`src/sv/codon_switch_rate_matrix_entry_core_assert.svh`:
```
// Assertion macros for the codon rate matrix entry core.
`ifndef CODON_SWITCH_RATE_MATRIX_ENTRY_CORE_ASSERT_SVH
`define CODON_SWITCH_RATE_MATRIX_ENTRY_CORE_ASSERT_SVH
`ifndef SYNTHESIS
// Check a property while out of reset.
`define CSRE_ASSERT(lbl, prop, msg) \
  lbl: assert property (@(posedge clk) disable iff (!rst_n) prop) else $error(msg);
// Check a property at every edge, reset included.
`define CSRE_ASSERT_ALWAYS(lbl, prop, msg) \
  lbl: assert property (@(posedge clk) prop) else $error(msg);
`else
`define CSRE_ASSERT(lbl, prop, msg)
`define CSRE_ASSERT_ALWAYS(lbl, prop, msg)
`endif
`endif

```
`src/sv/csre_pkg.sv`:
```
`timescale 1ns / 1ps
// Shared types, constants, the codon table and codon functions of the rate matrix entry core.
package csre_pkg;

  localparam int FREQ_BITS_DEF = 16;
  localparam int NUM_CODONS    = 61;
  localparam int MAT_DIM       = 122;
  localparam int NUM_LANES     = 9;
  localparam int ENTRY_W       = 28;
  localparam int GROUP_W       = 30;
  localparam int SUM_W         = 33;
  localparam int RATE_W        = 40;
  localparam logic [15:0] ONE_Q10 = 16'd1024;

  typedef enum logic [1:0] {
    REG_KAPPA        = 2'd0,
    REG_SWITCH_RATE  = 2'd1,
    REG_OMEGA_FIRST  = 2'd2,
    REG_OMEGA_SECOND = 2'd3
  } reg_idx_t;

  typedef enum logic [2:0] {
    MODE_LOAD   = 3'd0,
    MODE_ZERO   = 3'd1,
    MODE_SWITCH = 3'd2,
    MODE_SAME   = 3'd3,
    MODE_DIAG   = 3'd4
  } mode_t;

  typedef struct packed {
    logic        req_type;
    logic [5:0]  codon_index;
    logic [15:0] freq_value;
    logic [6:0]  row_index;
    logic [6:0]  col_index;
  } in_item_t;

  typedef struct packed {
    logic signed [RATE_W-1:0] rate;
    logic                     was_load;
  } out_item_t;

  typedef struct packed {
    logic [15:0] kappa;
    logic [15:0] switch_rate;
    logic [15:0] omega_first;
    logic [15:0] omega_second;
  } cfg_t;

  typedef struct packed {
    logic       use_f;
    logic       kap;
    logic       nons;
    logic [5:0] addr;
  } lane_t;

  typedef struct packed {
    mode_t                     mode;
    logic                      cls;
    lane_t [NUM_LANES-1:0]     lanes;
  } dec_t;

  typedef struct packed {
    logic s1;
    logic s2;
    logic s3;
    logic s4;
    logic s5;
    logic s6;
  } stage_en_t;

  localparam logic [4:0] AMINO_TBL [NUM_CODONS] = '{
    5'd8,  5'd11, 5'd8,  5'd11, 5'd16, 5'd16, 5'd16, 5'd16,
    5'd14, 5'd15, 5'd14, 5'd15, 5'd7,  5'd7,  5'd10, 5'd7,
    5'd13, 5'd6,  5'd13, 5'd6,  5'd12, 5'd12, 5'd12, 5'd12,
    5'd14, 5'd14, 5'd14, 5'd14, 5'd9,  5'd9,  5'd9,  5'd9,
    5'd3,  5'd2,  5'd3,  5'd2,  5'd0,  5'd0,  5'd0,  5'd0,
    5'd5,  5'd5,  5'd5,  5'd5,  5'd17, 5'd17, 5'd17, 5'd17,
    5'd19, 5'd19, 5'd15, 5'd15, 5'd15, 5'd15, 5'd1,  5'd18,
    5'd1,  5'd9,  5'd4,  5'd9,  5'd4
  };

  // Base triplet of a sense codon number, stop codons skipped.
  function automatic logic [5:0] triplet_of(input logic [5:0] n);
    logic [5:0] c;
    c = n;
    if (c >= 6'd48) c = c + 6'd1;
    if (c >= 6'd50) c = c + 6'd1;
    if (c >= 6'd56) c = c + 6'd1;
    return c;
  endfunction

  function automatic logic is_stop(input logic [5:0] t);
    return (t == 6'd48) || (t == 6'd50) || (t == 6'd56);
  endfunction

  // Sense codon number of a triplet; stop triplets map to some valid number.
  function automatic logic [5:0] sense_of(input logic [5:0] t);
    logic [5:0] s;
    if (t < 6'd48)       s = t;
    else if (t <= 6'd50) s = t - 6'd1;
    else if (t <= 6'd56) s = t - 6'd2;
    else                 s = t - 6'd3;
    return s;
  endfunction

endpackage

```
`src/sv/csre_reduce.sv`:
```
`timescale 1ns / 1ps
// Lane truncation, row sum and result formatting.
module csre_reduce
  import csre_pkg::*;
#(
  parameter int FREQ_BITS = FREQ_BITS_DEF
)
(
  input  logic                  clk,
  input  stage_en_t             en,
  input  cfg_t                  cfg,
  input  mode_t                 mode,
  input  logic [FREQ_BITS+31:0] prod [NUM_LANES],
  output out_item_t             out_r
);

  logic [GROUP_W-1:0] grp_r [3];
  mode_t              mode5_r;
  logic [SUM_W-1:0]   sw_q16, total;
  out_item_t          out_nxt;

  // drop the extra fraction bits and add lanes in groups of three
  always_ff @(posedge clk) begin
    if (en.s5) begin
      for (int g = 0; g < 3; g++) begin
        grp_r[g] <= GROUP_W'(prod[3 * g][FREQ_BITS+4 +: ENTRY_W]) +
                    GROUP_W'(prod[3 * g + 1][FREQ_BITS+4 +: ENTRY_W]) +
                    GROUP_W'(prod[3 * g + 2][FREQ_BITS+4 +: ENTRY_W]);
      end
      mode5_r <= mode;
    end
  end

  always_comb begin
    sw_q16 = SUM_W'({cfg.switch_rate, 6'b0});
    total  = SUM_W'(grp_r[0]) + SUM_W'(grp_r[1]) + SUM_W'(grp_r[2]);
    out_nxt.was_load = 1'b0;
    unique case (mode5_r)
      MODE_LOAD: begin
        out_nxt.rate     = '0;
        out_nxt.was_load = 1'b1;
      end
      MODE_SWITCH: out_nxt.rate = RATE_W'(sw_q16);
      MODE_SAME:   out_nxt.rate = RATE_W'(total);
      MODE_DIAG:   out_nxt.rate = -$signed(RATE_W'(total + sw_q16));
      default:     out_nxt.rate = '0;
    endcase
  end

  // hold the result until taken
  always_ff @(posedge clk) begin
    if (en.s6) begin
      out_r <= out_nxt;
    end
  end

endmodule

```
`config.mk`:
```
export PLATFORM = sky130hd
export DESIGN_NAME = csre_reduce
export DESIGN_NICKNAME = d
export VERILOG_FILES = /design/src/sv/codon_switch_rate_matrix_entry_core_assert.svh /design/src/sv/csre_pkg.sv /design/src/sv/csre_reduce.sv
export SDC_FILE = /design/constraint.sdc
export NUM_CORES = 1
export LEC_CHECK = 0
export BUFFER_PORTS_ARGS = -buffer_cell sky130_fd_sc_hd__buf_2
export CAP_MARGIN = 20
export CORE_AREA = 8 8 207 209
export CTS_BUF_LIST = sky130_fd_sc_hd__clkbuf_16
export CTS_CLUSTER_SIZE = 30
export DETAILED_ROUTE_END_ITERATION = 7
export DIE_AREA = 0 0 215 217
export PLACE_DENSITY = 0.64
export SKIP_CTS_REPAIR_TIMING = 1
export SKIP_LAST_GASP = 1
export SYNTH_ARGS = -nofsm -noshare
export SYNTH_HDL_FRONTEND = slang
export SYNTH_SLANG_ARGS = --single-unit
```
`constraint.sdc`:
```
create_clock -name clk -period 6 [get_ports clk]
set_input_delay 0.3 -clock clk [delete_from_list [all_inputs] [get_ports clk]]
set_output_delay 0.3 -clock clk [all_outputs]
set_load 0.02 [all_outputs]
```
==> flow_summary.html <==
<table>
<tr><th>Metric</th><th>Value</th></tr>
<tr><th colspan="2">Run</th></tr>
<tr><td>Max Cap Violations</td><td>0</td></tr>
<tr><th colspan="2">GRT</th></tr>
<tr><td>Number of antenna violations at the first check in global routing</td><td>5</td></tr>
<tr><td>Via count of the first global-routing pass</td><td>12.2k</td></tr>
<tr><td>Aggregate global-route resource usage</td><td>0.165</td></tr>
<tr><td>Pin count of the biggest net entering global routing</td><td>71</td></tr>
<tr><td>Grt total ovfl</td><td>0</td></tr>
<tr><td>First-pass GRT wire length</td><td>62,100 um</td></tr>
<tr><th colspan="2">Synthesis</th></tr>
<tr><td>Mapped Nets</td><td>2,128</td></tr>
<tr><td>Mapped Avg Cell Area</td><td>10.4 um2</td></tr>
<tr><td>Distinct cell type count of the synthesized netlist</td><td>75</td></tr>
<tr><td>Area of the mapped netlist</td><td>0.0139 mm2</td></tr>
<tr><td>Seq cells post-synth</td><td>134</td></tr>
<tr><td>Proportion of synthesized flip-flops having asynchronous set or reset</td><td>0</td></tr>
<tr><td>Number of standard cells after synthesis</td><td>1,346</td></tr>
<tr><td>Most frequently used flop master after synthesis</td><td>sky130_fd_sc_hd__edfxtp_1</td></tr>
<tr><td>Number of warnings printed during yosys synthesis</td><td>0</td></tr>
<tr><td>Number of flops mapped to enable cells by yosys</td><td>134</td></tr>
<tr><td>Share of the yosys chip area belonging to registers</td><td>0.289</td></tr>
<tr><th colspan="2">Final layout</th></tr>
<tr><td>Signed area change from the synthesized netlist to the final layout</td><td>24.0%</td></tr>
<tr><td>Post-Route Utilization</td><td>0.438</td></tr>
<tr><td>Share of final-layout standard cells stronger than drive strength 1</td><td>0.257</td></tr>
<tr><td>Final net count</td><td>2,510</td></tr>
<tr><th colspan="2">Critical path</th></tr>
<tr><td>FF-to-FF setup slack</td><td>0.25 ns</td></tr>
<tr><td>Number of cells on the worst reg-to-reg path</td><td>28</td></tr>
<tr><td>Crit path arrival time</td><td>5.90 ns</td></tr>
<tr><td>Most common cell type on the critical path</td><td>sky130_fd_sc_hd__buf_4</td></tr>
<tr><td>CP Class</td><td>reg -&gt; reg</td></tr>
<tr><td>R2R Path Start</td><td>grp_r[0][1]</td></tr>
<tr><td>Critical path capture point type</td><td>flop</td></tr>
<tr><td>Capture point of the worst reg-to-reg path</td><td>out_r[31]</td></tr>
<tr><td>Worst path max stage delay</td><td>0.52 ns</td></tr>
<tr><td>Critical Path RT</td><td>6.15 ns</td></tr>
<tr><td>Setup crit start kind</td><td>flop</td></tr>
<tr><td>Crit-path slowest cell</td><td>sky130_fd_sc_hd__fa_1</td></tr>
<tr><td>CP max FO</td><td>5</td></tr>
<tr><th colspan="2">Floorplanning</th></tr>
<tr><td>Overall die width</td><td>215 um</td></tr>
<tr><td>Initial standard-cell utilization of the core</td><td>0.353</td></tr>
<tr><td>Core region area</td><td>0.0395 mm2</td></tr>
<tr><td>Number of standard-cell rows in the floorplan</td><td>73</td></tr>
<tr><td>Die Footprint</td><td>0.0467 mm2</td></tr>
<tr><td>Top-level port count</td><td>547</td></tr>
<tr><td>Die Span Y</td><td>217 um</td></tr>
<tr><th colspan="2">CTS</th></tr>
<tr><td>Clock tree from TritonCTS</td><td>yes</td></tr>
<tr><td>Post-CTS clock slew at the launch and capture registers of the worst setup and hold paths</td><td>0.06 ns</td></tr>
<tr><td>TritonCTS buffer count</td><td>17</td></tr>
<tr><td>H-tree levels</td><td>4</td></tr>
<tr><td>Clock latency at the later pin of the worst-skew pair</td><td>0.43 ns</td></tr>
<tr><td>Number of sinks handled by clock tree synthesis</td><td>134</td></tr>
<tr><td>Root Buffer</td><td>sky130_fd_sc_hd__clkbuf_16</td></tr>
<tr><td>Longest Clk Path Bufs</td><td>2</td></tr>
<tr><th colspan="2">Route</th></tr>
<tr><td>DR pass1 iterations</td><td>5</td></tr>
<tr><td>Total wire length after detailed routing</td><td>39,100 um</td></tr>
<tr><td>Detailed-route DRC error count</td><td>0</td></tr>
<tr><td>Drt first-iter violations</td><td>497</td></tr>
<tr><td>Residual antenna-violating net count after detailed routing</td><td>0</td></tr>
<tr><td>Average detailed-routed wire length per instance</td><td>17.3 um</td></tr>
<tr><td>Count of vias placed by the detailed router</td><td>11.4k</td></tr>
<tr><td>DR vias/cell</td><td>5.03</td></tr>
<tr><th colspan="2">Placement</th></tr>
<tr><td>Count of input and output buffers</td><td>314</td></tr>
<tr><td>Final weighted congestion of routability-driven global placement</td><td>0.880</td></tr>
<tr><td>Estimated wirelength of the detail-placed design</td><td>33,800 um</td></tr>
<tr><th colspan="2">STA</th></tr>
<tr><td>Worst slew margin</td><td>0.323</td></tr>
<tr><td>Final Skew</td><td>0.0108 ns</td></tr>
<tr><td>Final max-slew violation count</td><td>0</td></tr>
<tr><td>Slew at the pin closest to its max-slew limit</td><td>1.02 ns</td></tr>
<tr><td>FMAX</td><td>174 MHz</td></tr>
<tr><td>Final-layout worst hold slack</td><td>0.0542 ns</td></tr>
<tr><td>Final setup fails</td><td>0</td></tr>
<tr><td>Fin. Hold Viols</td><td>0</td></tr>
<tr><td>Ratio of final minimum period to clock period</td><td>0.958</td></tr>
<tr><td>Minimum clock period</td><td>5.75 ns</td></tr>
<tr><th colspan="2">Worst hold path</th></tr>
<tr><td>Cell depth of the worst hold path</td><td>1</td></tr>
<tr><td>Startpoint of the worst hold path</td><td>mode[0]</td></tr>
<tr><td>Path class of the lowest-slack min-delay path</td><td>in -&gt; reg</td></tr>
<tr><td>Worst hold endpoint</td><td>mode5_r[0]</td></tr>
<tr><th colspan="2">Run status</th></tr>
<tr><td>Outcome</td><td>finished, final reports clean</td></tr>
</table>
state kept, by name, indices dropped and copies added, names as in the netlist:
| register | flops |
|---|---|
| grp_r | 90 |
| out_r | 41 |
| mode5_r | 3 |
metrics by stage:
step	worst slack, ns	setup TNS (ns)	instance area [um2]	instances
global route	-0.0241	-0.0263	17300	2266
finish	0.250	0	17300	2266
CTS	-0.190	-0.692	17100	2262
floorplan	0.568	0	13900	1346
global placement	-0.0767	-0.157	16600	2231
detailed placement	-0.149	-0.404	16600	2231
area by class of cell:
class / count / area, um2
clock inverter: 14 / 161
fill: 3802 / 22200
sequential: 134 / 4020
clock buffer: 17 / 425
tap: 525 / 657
antenna: 1 / 2.50
timing repair buffer: 373 / 2020
inverter: 108 / 405
multi-input combinational: 1094 / 9590
routing by layer:
layer | vias to the layer above | part of all wire | GRT usage
li1 | 5666 | - | -
met1 | 5373 | 0.46 | 0.210
met2 | 306 | 0.47 | 0.282
met3 | 41 | 0.049 | 0.0338
met4 | 8 | 0.016 | 0.0479
met5 | - | 0.0010 | 0
cells by family after synthesis:
| logic type | after synthesis | share of synthesized area |
|---|---|---|
| AOI/OAI and AO/OA | 384 | 0.179 |
| xor gates and xnor gates | 116 | 0.0742 |
| adders and majority gates | 276 | 0.311 |
| buffers and inverters | 118 | 0.0320 |
| DFF | 134 | 0.289 |
| muxes | 17 | 0.0127 |
| and+or+nand+nor | 301 | 0.102 |
cells in the mapped netlist (all sizes together), types with 8 or more instances:
cell / count / area (um2)
and2: 8 / 50.1
o21a: 21 / 158
a21o: 52 / 390
nand4: 9 / 56.3
a31oi: 13 / 87.6
a2111oi: 9 / 105
xor2: 37 / 343
nor2: 93 / 349
edfxtp: 134 / 4020
fa: 118 / 2360
mux2i: 11 / 110
a21oi: 103 / 519
o21ai: 84 / 424
nand3: 22 / 110
xnor2: 79 / 692
nand2b: 20 / 125
nor3: 20 / 100
and3: 9 / 61.3
ha: 158 / 1980
nor2b: 12 / 75.1
nand2: 85 / 322
a211oi: 18 / 135
o21bai: 13 / 97.6
o22ai: 20 / 125
inv: 108 / 405
how the worst max path moves through the flow:
stage / start / end / slack (ns) / depth (start not counted)
final: grp_r[0][1] / out_r[31] / 0.25 / 28
after global routing: grp_r[0][1] / out_r[31] / -0.02 / 27
after CTS: grp_r[0][1] / out_r[31] / -0.19 / 27
after detailed placement: grp_r[0][1] / out_r[31] / -0.15 / 27
after global placement: grp_r[0][1] / out_r[31] / -0.08 / 27
after floorplan: grp_r[0][1] / out_r[35] / 0.57 / 25
critical path, delay by kind of cell (launching register included):
family | cells | cell delay [ns]
AO/OA/AOI/OAI | 10 | 1.79
adder cells (fa/ha/maj) | 5 | 1.50
AND/OR/NAND/NOR | 5 | 0.91
buffers and inverters | 6 | 0.68
flip-flops | 1 | 0.32
multiplexers | 1 | 0.19
XOR/XNOR | 1 | 0.08
layout by cell type (no fill, tap or decap), types with 4 or more instances in the layout:
master | synthesis | layout
sky130_fd_sc_hd__buf_2 | 2 | 313
sky130_fd_sc_hd__ha_1 | 158 | 155
sky130_fd_sc_hd__edfxtp_1 | 134 | 134
sky130_fd_sc_hd__fa_1 | 118 | 117
sky130_fd_sc_hd__inv_1 | 107 | 108
sky130_fd_sc_hd__a21oi_1 | 102 | 100
sky130_fd_sc_hd__nor2_1 | 93 | 91
sky130_fd_sc_hd__nand2_1 | 84 | 83
sky130_fd_sc_hd__xnor2_1 | 79 | 79
sky130_fd_sc_hd__o21ai_0 | 81 | 73
sky130_fd_sc_hd__buf_4 | 0 | 60
sky130_fd_sc_hd__a21o_1 | 52 | 52
sky130_fd_sc_hd__xor2_1 | 36 | 36
sky130_fd_sc_hd__nand3_1 | 22 | 22
sky130_fd_sc_hd__o21a_1 | 21 | 21
sky130_fd_sc_hd__nand2b_1 | 20 | 20
sky130_fd_sc_hd__o22ai_1 | 20 | 20
sky130_fd_sc_hd__nor3_1 | 20 | 19
sky130_fd_sc_hd__clkbuf_16 | 0 | 17
sky130_fd_sc_hd__a211oi_1 | 18 | 14
sky130_fd_sc_hd__o21bai_1 | 13 | 13
sky130_fd_sc_hd__nor2b_1 | 12 | 12
sky130_fd_sc_hd__a31oi_1 | 12 | 11
sky130_fd_sc_hd__mux2i_1 | 11 | 11
sky130_fd_sc_hd__o21ai_1 | 2 | 10
sky130_fd_sc_hd__nand4_1 | 9 | 9
sky130_fd_sc_hd__and2_1 | 8 | 8
sky130_fd_sc_hd__a21boi_0 | 7 | 7
sky130_fd_sc_hd__and3_1 | 8 | 7
sky130_fd_sc_hd__or3_1 | 6 | 6
sky130_fd_sc_hd__o211ai_1 | 6 | 6
sky130_fd_sc_hd__a2111oi_2 | 4 | 6
sky130_fd_sc_hd__mux2_2 | 6 | 6
sky130_fd_sc_hd__a221oi_1 | 5 | 5
sky130_fd_sc_hd__o31ai_1 | 6 | 4
Power is left out: the tool's default activity adds up to more than one toggle a clock period on the data nets, which glitch-free logic cannot reach.
